## src/hw/rtl/srge_pkg.sv

```systemverilog
package srge_pkg;

  localparam int SAMPLE_BITS_DEF        = 24;
  localparam int POSITION_BITS_DEF      = 24;
  localparam int SMOOTH_EDGE_FRAMES_DEF = 32;

  // Q1.16 gain, 65536 is unity
  localparam int GAIN_W = 17;
  localparam int UNITY_GAIN_INT = 65536;
  localparam logic [GAIN_W-1:0] UNITY_GAIN = GAIN_W'(UNITY_GAIN_INT);
  localparam int GAIN_FRAC = 16;

  localparam int MODE_W    = 3;
  localparam int CFG_IDX_W = 2;
  localparam int USER_W    = 1;

  typedef enum logic [MODE_W-1:0] {
    MODE_PASS     = 3'd0,
    MODE_SILENCE  = 3'd1,
    MODE_FADE_IN  = 3'd2,
    MODE_FADE_OUT = 3'd3,
    MODE_SMOOTH   = 3'd4
  } edit_mode_e;

  typedef enum logic [CFG_IDX_W-1:0] {
    REG_REGION_START = 2'd0,
    REG_REGION_END   = 2'd1,
    REG_EDIT_MODE    = 2'd2
  } cfg_reg_e;

  // gains for the two passes through each lane multiplier
  typedef struct packed {
    logic [GAIN_W-1:0] g1;
    logic              use1;
    logic [GAIN_W-1:0] g2;
    logic              use2;
  } gain_t;

  typedef struct packed {
    logic load;
    logic step1;
    logic step2;
  } lane_ctl_t;

endpackage

```

## src/hw/rtl/srge_div.sv

```systemverilog
module srge_div #(
  parameter int POSITION_BITS = srge_pkg::POSITION_BITS_DEF
) (
  input  logic                          clk_i,
  input  logic                          rst_ni,
  input  logic                          start_i,
  input  logic [POSITION_BITS-1:0]      region_start_i,
  input  logic [POSITION_BITS-1:0]      region_end_i,
  output logic                          busy_o,
  output logic [srge_pkg::GAIN_W-1:0]   quot_o
);

  // restoring division of unity by the region length, one quotient bit a cycle
  localparam int DIV_STEPS = srge_pkg::GAIN_W;
  localparam int CNT_W     = $clog2(DIV_STEPS + 2);
  localparam int IDX_W     = $clog2(DIV_STEPS);
  localparam logic [CNT_W-1:0] CNT_LOAD = CNT_W'(DIV_STEPS + 1);

  logic [CNT_W-1:0]                cnt_q, cnt_d;
  logic [POSITION_BITS-1:0]        len_q;
  logic [POSITION_BITS-1:0]        rem_q, rem_d;
  logic [srge_pkg::GAIN_W-1:0]     quot_q, quot_d;
  logic [POSITION_BITS:0]          rem_sh;
  logic [POSITION_BITS:0]          rem_diff;
  logic [IDX_W-1:0]                bit_idx;
  logic                            qbit;

  always_comb begin
    bit_idx  = IDX_W'(cnt_q - CNT_W'(1));
    rem_sh   = {rem_q, srge_pkg::UNITY_GAIN[bit_idx]};
    rem_diff = rem_sh - {1'b0, len_q};
    qbit     = (rem_sh >= {1'b0, len_q});
    cnt_d    = cnt_q;
    rem_d    = rem_q;
    quot_d   = quot_q;
    if (start_i) begin
      cnt_d = CNT_LOAD;
    end else if (cnt_q == CNT_LOAD) begin
      cnt_d  = cnt_q - CNT_W'(1);
      rem_d  = '0;
      quot_d = '0;
    end else if (cnt_q != '0) begin
      cnt_d  = cnt_q - CNT_W'(1);
      rem_d  = qbit ? rem_diff[POSITION_BITS-1:0] : rem_sh[POSITION_BITS-1:0];
      quot_d = {quot_q[srge_pkg::GAIN_W-2:0], qbit};
    end
  end

  always_ff @(posedge clk_i or negedge rst_ni) begin
    if (!rst_ni) begin
      cnt_q  <= '0;
      quot_q <= '0;
    end else begin
      cnt_q  <= cnt_d;
      quot_q <= quot_d;
    end
  end

  always_ff @(posedge clk_i) begin
    rem_q <= rem_d;
    if (cnt_q == CNT_LOAD) begin
      len_q <= region_end_i - region_start_i;
    end
  end

  assign busy_o = (cnt_q != '0);
  assign quot_o = quot_q;

endmodule

```

## src/hw/rtl/srge_ctrl.sv

```systemverilog
module srge_ctrl #(
  parameter int POSITION_BITS      = srge_pkg::POSITION_BITS_DEF,
  parameter int SMOOTH_EDGE_FRAMES = srge_pkg::SMOOTH_EDGE_FRAMES_DEF
) (
  input  logic                          clk_i,
  input  logic                          rst_ni,
  input  logic                          accept_i,
  input  logic                          restart_i,
  input  logic [POSITION_BITS-1:0]      region_start_i,
  input  logic [POSITION_BITS-1:0]      region_end_i,
  input  logic [srge_pkg::MODE_W-1:0]   edit_mode_i,
  input  logic [srge_pkg::GAIN_W-1:0]   quot_i,
  output srge_pkg::gain_t               gain_o
);

  localparam int EXT_W = 11;  // room for edge lengths up to 1024
  localparam int CMP_W = POSITION_BITS + EXT_W;
  localparam int EW    = $clog2(SMOOTH_EDGE_FRAMES + 1);
  localparam logic [CMP_W-1:0] EDGE = CMP_W'(SMOOTH_EDGE_FRAMES);
  localparam logic [srge_pkg::GAIN_W-1:0] ESTEP =
    srge_pkg::GAIN_W'(srge_pkg::UNITY_GAIN_INT / SMOOTH_EDGE_FRAMES);

  logic [POSITION_BITS-1:0]      pos_q, pos;
  logic [srge_pkg::GAIN_W-1:0]   acc_q, acc_d, acc_cur;
  logic [srge_pkg::GAIN_W-1:0]   step_q, step_cur;
  logic [POSITION_BITS-1:0]      len_raw, off_raw, rem_raw;
  logic [CMP_W-1:0]              len_e, off_e, rem_e, dn_e;
  logic                          nonempty, in_region, at_start;
  logic                          long_region, in_head, in_tail;
  logic [srge_pkg::GAIN_W-1:0]   g_head, g_tail, g_acc;
  srge_pkg::edit_mode_e          mode;
  srge_pkg::gain_t               gain_d, gain_q;

  always_comb begin
    mode      = srge_pkg::edit_mode_e'(edit_mode_i);
    pos       = restart_i ? '0 : pos_q;
    nonempty  = region_end_i > region_start_i;
    in_region = nonempty && (pos >= region_start_i) && (pos < region_end_i);
    at_start  = nonempty && (pos == region_start_i);

    len_raw = region_end_i - region_start_i;
    off_raw = pos - region_start_i;
    rem_raw = region_end_i - pos;
    len_e   = {EXT_W'(0), len_raw};
    off_e   = {EXT_W'(0), off_raw};
    rem_e   = {EXT_W'(0), rem_raw};
    dn_e    = EDGE - rem_e;

    long_region = len_e >= EDGE;
    in_head     = off_e < EDGE;
    in_tail     = rem_e <= EDGE;
    g_head      = srge_pkg::GAIN_W'(off_e[EW-1:0] * ESTEP);
    g_tail      = srge_pkg::UNITY_GAIN - srge_pkg::GAIN_W'(dn_e[EW-1:0] * ESTEP);

    step_cur = at_start ? quot_i : step_q;
    if (at_start) begin
      acc_cur = (mode == srge_pkg::MODE_FADE_IN) ? '0 : srge_pkg::UNITY_GAIN;
    end else begin
      acc_cur = acc_q;
    end
    g_acc = (acc_cur > srge_pkg::UNITY_GAIN) ? srge_pkg::UNITY_GAIN : acc_cur;

    acc_d  = acc_q;
    gain_d = '0;
    if (in_region) begin
      case (mode) inside
        srge_pkg::MODE_SILENCE: begin
          gain_d.use1 = 1'b1;
        end
        srge_pkg::MODE_FADE_IN, srge_pkg::MODE_FADE_OUT: begin
          gain_d.g1   = g_acc;
          gain_d.use1 = 1'b1;
          acc_d = (mode == srge_pkg::MODE_FADE_IN) ? acc_cur + step_cur
                                                   : acc_cur - step_cur;
        end
        srge_pkg::MODE_SMOOTH: begin
          // a frame in both edges takes the head gain then the tail gain
          gain_d.g1   = g_head;
          gain_d.use1 = long_region && in_head;
          gain_d.g2   = g_tail;
          gain_d.use2 = long_region && in_tail;
        end
        default: begin
        end
      endcase
    end
  end

  always_ff @(posedge clk_i or negedge rst_ni) begin
    if (!rst_ni) begin
      pos_q  <= '0;
      acc_q  <= '0;
      step_q <= '0;
    end else if (accept_i) begin
      pos_q  <= pos + POSITION_BITS'(1);
      acc_q  <= acc_d;
      step_q <= step_cur;
    end
  end

  always_ff @(posedge clk_i) begin
    if (accept_i) begin
      gain_q <= gain_d;
    end
  end

  assign gain_o = gain_q;

endmodule

```

## src/hw/rtl/srge_lane.sv

```systemverilog
module srge_lane #(
  parameter int SAMPLE_BITS = srge_pkg::SAMPLE_BITS_DEF
) (
  input  logic                    clk_i,
  input  srge_pkg::lane_ctl_t     ctl_i,
  input  srge_pkg::gain_t         gain_i,
  input  logic [SAMPLE_BITS-1:0]  sample_i,
  output logic [SAMPLE_BITS-1:0]  sample_o
);

  localparam int PROD_W = SAMPLE_BITS + srge_pkg::GAIN_W + 1;

  logic [SAMPLE_BITS-1:0]        d_q;
  logic [srge_pkg::GAIN_W-1:0]   gsel;
  logic signed [PROD_W-1:0]      prod, shifted;
  logic [SAMPLE_BITS-1:0]        mres;

  // one multiplier, used once per pass
  always_comb begin
    gsel    = ctl_i.step2 ? gain_i.g2 : gain_i.g1;
    prod    = $signed(d_q) * $signed({1'b0, gsel});
    shifted = prod >>> srge_pkg::GAIN_FRAC;
    mres    = shifted[SAMPLE_BITS-1:0];
  end

  always_ff @(posedge clk_i) begin
    if (ctl_i.load) begin
      d_q <= sample_i;
    end else if (ctl_i.step1 && gain_i.use1) begin
      d_q <= mres;
    end
  end

  assign sample_o = gain_i.use2 ? mres : d_q;

endmodule

```

## src/hw/rtl/stereo_region_gain_envelope_unit.sv

```systemverilog
// An accepted item takes two gain passes per lane multiplier, in MUL1 and MUL2.
// MUL2 waits for a free output register; the next item is taken only in IDLE.
// A write to region_start or region_end stalls input while the
// serial divider works out the fade step, one quotient bit per cycle.
// Reset (rst_ni low, asynchronous) clears config, state, position, fade gain and step.
module stereo_region_gain_envelope_unit #(
  parameter int SAMPLE_BITS        = srge_pkg::SAMPLE_BITS_DEF,
  parameter int POSITION_BITS      = srge_pkg::POSITION_BITS_DEF,
  parameter int SMOOTH_EDGE_FRAMES = srge_pkg::SMOOTH_EDGE_FRAMES_DEF,
  localparam int DATA_W            = ((2 * SAMPLE_BITS + 7) / 8) * 8
) (
  input  logic                            clk_i,
  input  logic                            rst_ni,
  input  logic                            s_axis_tvalid_i,
  output logic                            s_axis_tready_o,
  input  logic [DATA_W-1:0]               s_axis_tdata_i,  // left_sample, right_sample
  input  logic [srge_pkg::USER_W-1:0]     s_axis_tuser_i,  // restart
  output logic                            m_axis_tvalid_o,
  input  logic                            m_axis_tready_i,
  output logic [DATA_W-1:0]               m_axis_tdata_o,  // left_out, right_out
  input  logic                            cfg_valid_i,
  output logic                            cfg_ready_o,
  input  logic [srge_pkg::CFG_IDX_W-1:0]  cfg_index_i,
  input  logic [POSITION_BITS-1:0]        cfg_data_i
);

  typedef enum logic [2:0] {
    ST_IDLE = 3'b001,
    ST_MUL1 = 3'b010,
    ST_MUL2 = 3'b100
  } state_e;

  state_e                         state_q, state_d;
  logic [POSITION_BITS-1:0]       region_start_q, region_end_q;
  logic [srge_pkg::MODE_W-1:0]    edit_mode_q;
  logic                           cfg_we, div_start, div_busy;
  logic [srge_pkg::GAIN_W-1:0]    quot;
  logic                           accept, out_free;
  logic                           out_valid_q, out_valid_d;
  logic [SAMPLE_BITS-1:0]         out_left_q, out_right_q;
  logic [SAMPLE_BITS-1:0]         lane_left, lane_right;
  srge_pkg::gain_t                gain;
  srge_pkg::lane_ctl_t            lane_ctl;
  srge_pkg::cfg_reg_e             cfg_idx;

  // configuration
  assign cfg_ready_o = 1'b1;
  assign cfg_we      = cfg_valid_i && cfg_ready_o;
  assign cfg_idx     = srge_pkg::cfg_reg_e'(cfg_index_i);
  assign div_start   = cfg_we && ((cfg_idx == srge_pkg::REG_REGION_START) ||
                                  (cfg_idx == srge_pkg::REG_REGION_END));

  always_ff @(posedge clk_i or negedge rst_ni) begin
    if (!rst_ni) begin
      region_start_q <= '0;
      region_end_q   <= '0;
      edit_mode_q    <= '0;
    end else if (cfg_we) begin
      unique case (cfg_idx)
        srge_pkg::REG_REGION_START: region_start_q <= cfg_data_i;
        srge_pkg::REG_REGION_END:   region_end_q   <= cfg_data_i;
        srge_pkg::REG_EDIT_MODE:    edit_mode_q    <= cfg_data_i[srge_pkg::MODE_W-1:0];
        default: begin
        end
      endcase
    end
  end

  srge_div #(
    .POSITION_BITS (POSITION_BITS)
  ) u_div (
    .clk_i          (clk_i),
    .rst_ni         (rst_ni),
    .start_i        (div_start),
    .region_start_i (region_start_q),
    .region_end_i   (region_end_q),
    .busy_o         (div_busy),
    .quot_o         (quot)
  );

  // sequencing
  assign s_axis_tready_o = (state_q == ST_IDLE) && !div_busy;
  assign accept          = s_axis_tvalid_i && s_axis_tready_o;
  assign out_free        = !out_valid_q || m_axis_tready_i;

  always_comb begin
    state_d = state_q;
    unique case (state_q)
      ST_IDLE: if (accept) state_d = ST_MUL1;
      ST_MUL1: state_d = ST_MUL2;
      ST_MUL2: if (out_free) state_d = ST_IDLE;
      default: state_d = ST_IDLE;
    endcase
  end

  always_comb begin
    lane_ctl.load  = accept;
    lane_ctl.step1 = (state_q == ST_MUL1);
    lane_ctl.step2 = (state_q == ST_MUL2);
  end

  srge_ctrl #(
    .POSITION_BITS      (POSITION_BITS),
    .SMOOTH_EDGE_FRAMES (SMOOTH_EDGE_FRAMES)
  ) u_ctrl (
    .clk_i          (clk_i),
    .rst_ni         (rst_ni),
    .accept_i       (accept),
    .restart_i      (s_axis_tuser_i[0]),
    .region_start_i (region_start_q),
    .region_end_i   (region_end_q),
    .edit_mode_i    (edit_mode_q),
    .quot_i         (quot),
    .gain_o         (gain)
  );

  srge_lane #(
    .SAMPLE_BITS (SAMPLE_BITS)
  ) u_lane_left (
    .clk_i    (clk_i),
    .ctl_i    (lane_ctl),
    .gain_i   (gain),
    .sample_i (s_axis_tdata_i[SAMPLE_BITS-1:0]),
    .sample_o (lane_left)
  );

  srge_lane #(
    .SAMPLE_BITS (SAMPLE_BITS)
  ) u_lane_right (
    .clk_i    (clk_i),
    .ctl_i    (lane_ctl),
    .gain_i   (gain),
    .sample_i (s_axis_tdata_i[2*SAMPLE_BITS-1:SAMPLE_BITS]),
    .sample_o (lane_right)
  );

  // merge both lanes into the output register
  always_comb begin
    out_valid_d = out_valid_q;
    if ((state_q == ST_MUL2) && out_free) begin
      out_valid_d = 1'b1;
    end else if (m_axis_tready_i) begin
      out_valid_d = 1'b0;
    end
  end

  always_ff @(posedge clk_i or negedge rst_ni) begin
    if (!rst_ni) begin
      state_q     <= ST_IDLE;
      out_valid_q <= 1'b0;
    end else begin
      state_q     <= state_d;
      out_valid_q <= out_valid_d;
    end
  end

  always_ff @(posedge clk_i) begin
    if ((state_q == ST_MUL2) && out_free) begin
      out_left_q  <= lane_left;
      out_right_q <= lane_right;
    end
  end

  assign m_axis_tvalid_o = out_valid_q;
  assign m_axis_tdata_o  = DATA_W'({out_right_q, out_left_q});

endmodule

```

## config.mk

```make
export PLATFORM = sky130hd
export DESIGN_NAME = stereo_region_gain_envelope_unit
export DESIGN_NICKNAME = d
export VERILOG_FILES = /design/src/hw/rtl/srge_pkg.sv /design/src/hw/rtl/srge_div.sv /design/src/hw/rtl/srge_ctrl.sv /design/src/hw/rtl/srge_lane.sv /design/src/hw/rtl/stereo_region_gain_envelope_unit.sv
export SDC_FILE = /design/constraint.sdc
export NUM_CORES = 2
export LEC_CHECK = 0
export BUFFER_PORTS_ARGS = -buffer_cell sky130_fd_sc_hd__buf_2
export CORE_MARGIN = 10
export CORE_UTILIZATION = 45
export CTS_CLUSTER_SIZE = 40
export DETAILED_ROUTE_END_ITERATION = 8
export PLACE_DENSITY = 0.68
export SYNTH_ARGS = -nofsm -noshare
export SYNTH_HDL_FRONTEND = slang
export SYNTH_HIERARCHICAL = 1
export SYNTH_SLANG_ARGS = --single-unit
```

## constraint.sdc

```tcl
create_clock -name clk_i -period 6.88 [get_ports clk_i]
set_input_delay 0.688 -clock clk_i [delete_from_list [all_inputs] [get_ports clk_i]]
set_output_delay 0.688 -clock clk_i [all_outputs]
set_load 0.005 [all_outputs]
```

# Word-level counts from Yosys, hierarchy flattened
# Memory sizes are Yosys's and may differ from the RTL's.
# Index checks and enable logic that the tools add are counted.
# totals
rom_bits	32
register_bits	315
out_inout_bits	51
n_memories	1
latchBits	0
in_bits	80
ram_bits	0
# classes
magnitude_cmp	9
n_mux	31
add_sub_neg	10
n_eq_ne	13
reduce_logical	29
n_mul	2
n_shift	0
bitwise_logic	4
div_mod_pow	0
# mem_list
memory	words	word_bits	read_ports	rd_ports_with_merged_regs	write_ports	line_no	text
(no name shown)	32	1	1	0	0	srge_div.sv:30	rem_sh = {rem_q, srge_pkg::UNITY_GAIN[bit_idx]};
# op_table
op	count
$mux 24	9
$mux 17	10
$sub 24x24->24	4
$mul 24x18->40	2
$ge 25x24->1	1
$add 24x1->24 const B	1
$eq 24x24->1	1
$ge 24x24->1	1
$ge 24x6->1 const B	1
$gt 24x24->1	1
$le 24x6->1 const B	1
$lt 24x24->1	1
$lt 24x6->1 const B	1
$add 17x17->17	1
$gt 17x17->1 const B	1
$sub 17x17->17	1
$sub 17x17->17 const A	1
$mux 5	3
$logic_and 1x1->1	10
$reduce_and 2->1	5
$eq 3x2->1 const B	3
$pmux 3 s3	1
$eq 3x1->1 const B	2
$eq 3x3->1 const B	2
other kinds (19)	34

# Logic depth before layout (Yosys ltp)
# logic_depth
depth_word	7
ltp_mapped	28
mapped_depth_nobuf	26

# Hierarchy
# The synthesis kept the hierarchy.
# modules_own_cells
mod	seq_area_each_um2	area_per_inst_um2	instances	cells_each
srge_lane at u_lane_left	720.7	15721.3	1	1758
srge_lane at u_lane_right	720.7	15558.7	1	1738
srge_ctrl	2202.1	9390.3	1	1170
srge_div	1991.9	5227.5	1	577
stereo_region_gain_envelope_unit	2819.0	3674.8	1	177

# Worst setup path before layout
# No wires, ideal clock.
# synth_path
kind	flip-flop to flip-flop
start	register state_q[1]
end	register u_lane_left.d_q[15] (data pin)
arrival_time_ns	7.354
path_buffers	4
setup_time_ns	0.265
stages_incl_launch_ff	26
setup_slack_ns	-0.739
cell_sequence	dfrtp_1 > nor3b_1 > clkbuf_1 > buf_1 > mux2i_1 > clkbuf_1 > nor2b_1 > fa_1 > inv_1 > fa_1 > fa_1 > inv_1 > fa_1 > fa_1 > inv_1 > fa_1 > inv_1 > ha_1 > buf_6 > a211oi_2 > o21ai_1 > a221o_1 > a221o_2 > o41ai_4 > xnor2_1 > o21ai_1
# synth_lines
element	line_no	text
from (decl)	stereo_region_gain_envelope_unit.sv:33	state_e state_q, state_d;
from (signal assigned)	stereo_region_gain_envelope_unit.sv:152	state_q <= state_d;
to (signal assigned)	srge_lane.sv:28	d_q <= sample_i;
to (signal assigned)	srge_lane.sv:30	d_q <= mres;
to (decl)	srge_lane.sv:13	logic [SAMPLE_BITS-1:0] d_q;

==> impl_metrics.yaml <==
sta:
  setup_viol: 43
  fin_crit_sh: 1.032
  worst_slack_ns: -0.2231
  drv_slew: 0
  slew_headroom: 0.1309
  finalHoldViolations: 0
  tightest_slew_ns: 1.300
  rsz0062_at_grt: "yes"
  tns_ns: -4.274
  period_minus_slack_ns: 7.103
  fin_skew_ns: 0.03114
  fmax_ghz: 0.1408
  holdWs_ns: 0.04865
synthesis:
  ys_warn_count: 6
  synth_cell_types: 112
  synthCells: 5420
  synth_edf_count: 169
  avgSynthCellArea_um2: 9.146
  synth_area_leaders: "fa_1, edfxtp_1, ha_1"
  yosys.area.top_type_share: 0.3150
  synth-async-reset-ratio: 0.4441
  ys_seq_elements: 304
  netlist.top_cell.by_area: "fa_1"
  ys_seq_area_frac: 0.1705
  syn-cell-area_um2: 49570
  synth_ff_type: "edfxtp_1"
global_route:
  met2_usage: 0.3551
  met1_usage: 0.2899
  grt_most_used_layer: "met2"
  grt_first_pass_wirelength_mm: 217.7
  grt.total_usage: 0.2150
  grt_max_degree: 78
  grt-ovfl-total: 0
  antenna_found_initial: 4
  gr-usage-met3: 0.03489
  grt_pass1_vias: 40220
setup_path:
  regToRegSetupSlack_ns: -0.22
  slowest_stage: "fa_1"
  crit_path_end_kind: "register"
  cpMostUsedCell: "fa_1"
  r2r_cells: 27
  reg2reg_to: "u_lane_left/d_q[19]"
  timing.rr.start: "state_q[1]"
  worstPathRequired_ns: 7.19
  critPathMaxStageDelay_ns: 0.54
  cp-start-kind: "register"
  cp.arrival_ns: 7.41
  cp_max_fo: 6
  critPathKind: "register to register"
hold_path:
  min_path_type: "input pin to async pin"
clock_network:
  cts_sinks: 304
  clk_latency_ns: 0.61
  cts-root-buf: "clkbuf_16"
  numCtsBuffers: 38
  clkTransAtPathRegs_ns: 0.06
  cts_tree: "built"
  cts_max_level: 2
  cts.path.max_buffers: 3
cells_and_area:
  layout_common_cells: "inv_1, fa_1, nand2_1, buf_4, ha_1"
  fillerInstances: 9679
  synthToLayoutAreaGrowth_pct: 16.86
  final_core_util: 0.5307
  final_common_cell: "inv_1"
  finalNetCount: 6961
  drive_gt1_frac: 0.1840
run_status:
  violations: "negative setup slack"
  outcome: "finished with violations"
die:
  core.rowCount: 121
  dieArea_um2: 123800
  io_pins: 131
  initial_core_util: 0.4541
  die_h_um: 351.9
  die_width_um: 351.9
  core_area_um2: 109200
detailed_routing:
  drc_errors: 0
  first_pass_iters: 5
  wl_per_cell_um: 18.87
  ant_nets: 0
  num_vias: 38930
  wl_mm: 137.4
  drt-vias-per-instance: 5.347
  drt_iter0_drc: 2485
job:
  cap_violations: 0
placed_design:
  io_buffers: 129
  hpwlAfterDp_mm: 109.0
  gp_congestion: 0.9205
[sequential cells by signal, summed over array words and instances, names as in the netlist, 5 cells and up]
signal / count
u_ctrl/gain_o: 25
out_left_q: 24
out_right_q: 24
region_end_q: 24
region_start_q: 24
u_ctrl/pos_q: 24
u_div/len_q: 24
u_div/rem_q: 24
u_lane_left/d_q: 24
u_lane_right/d_q: 24
u_ctrl/acc_q: 17
u_ctrl/step_q: 17
u_div/quot_o: 17
u_div/cnt_q: 5
[per-stage QoR]
stage	std cells	setup slack, ns	instance area [um2]
CTS	7237	-0.1350	56260
global placement	7130	-0.2302	53940
finish	7280	-0.2231	57930
global route	7280	-0.4454	57930
floorplan	5430	-0.01461	49870
detailed placement	7130	-0.3325	53940
[metal layers]
metal  share of wire  up-vias
met5         0.00030        -
met4           0.030        6
met3           0.065      228
met2            0.47     1246
met1            0.43    19610
li1                -    17840
[kinds of logic (layout without fill, tap and decap cells)]
logic type                 Yosys count  in the layout  synth area share
and+or+nand+nor                   1653           1653            0.1660
buffers and inverters             1304           1675            0.1014
adders and majority gates         1108           1108            0.3978
AOI/OAI and AO/OA                  714            714           0.09626
DFF                                304            304            0.1705
xor gates and xnor gates           180            180           0.03211
muxes                              155            157           0.03569
other                                2             13         0.0001515
[worst max-delay path by stage]
stage                    start                   to  cells after the start
detailed placement  state_q[1]      out_right_q[20]                     26
global placement    state_q[1]       out_left_q[21]                     22
global route        state_q[1]       out_left_q[19]                     27
finish              state_q[1]  u_lane_left/d_q[19]                     27
CTS                 state_q[1]  u_lane_left/d_q[16]                     27
floorplan           state_q[1]  u_lane_left/d_q[15]                     25
[synth_stat cells (17+ instances only)]
master / n
a211oi_1: 22
a21o_1: 57
a21oi_1: 181
a31oi_1: 24
and2_1: 180
and3_1: 25
clkbuf_1: 176
dfrtp_1: 134
edfxtp_1: 169
fa_1: 780
ha_1: 328
inv_1: 1080
mux2_2: 83
mux2_4: 21
mux2i_1: 44
nand2_1: 680
nand2b_1: 64
nand3_1: 50
nand4_1: 30
nor2_1: 177
nor2b_1: 264
nor3_1: 56
nor4_1: 18
o211ai_1: 17
o21a_1: 30
o21ai_0: 119
o21ai_1: 49
o31ai_1: 40
or3_1: 24
xnor2_1: 107
xor2_1: 71
[cell type report]
cell class | count | area (um2) | share of cell area
multi-input cells | 3824 | 37970 | 0.6554
well taps | 1476 | 1847 | 0.03188
clock inverters | 24 | 296.5 | 0.005119
clock buffers | 46 | 1047 | 0.01808
flip-flops and latches | 304 | 8454 | 0.1459
repair buffers | 522 | 4245 | 0.07328
diodes | 1 | 2.502 | 0.00004320
inverters | 1083 | 4068 | 0.07022
[repair_timing]
action | in CTS | in global routing
hold buffers | 0 | 0
gates resized for setup | 143 | 321
setup endpoints to repair | 68 | 92
cloned | 7 | 2
buffers inserted | 32 | 46
pin swaps | 65 | 163
[critical path, delay by kind of cell (launching register included)]
kind / cells / cell delay (ns)
adders and majority gates: 7 / 3.26
DFF: 1 / 0.40
AOI/OAI and AO/OA: 5 / 1.14
and+or+nand+nor: 4 / 0.71
buffers and inverters: 10 / 1.05
muxes: 1 / 0.26
Power is left out: the tool's default activity adds up to more than one toggle a clock period on the data nets, which glitch-free logic cannot reach.
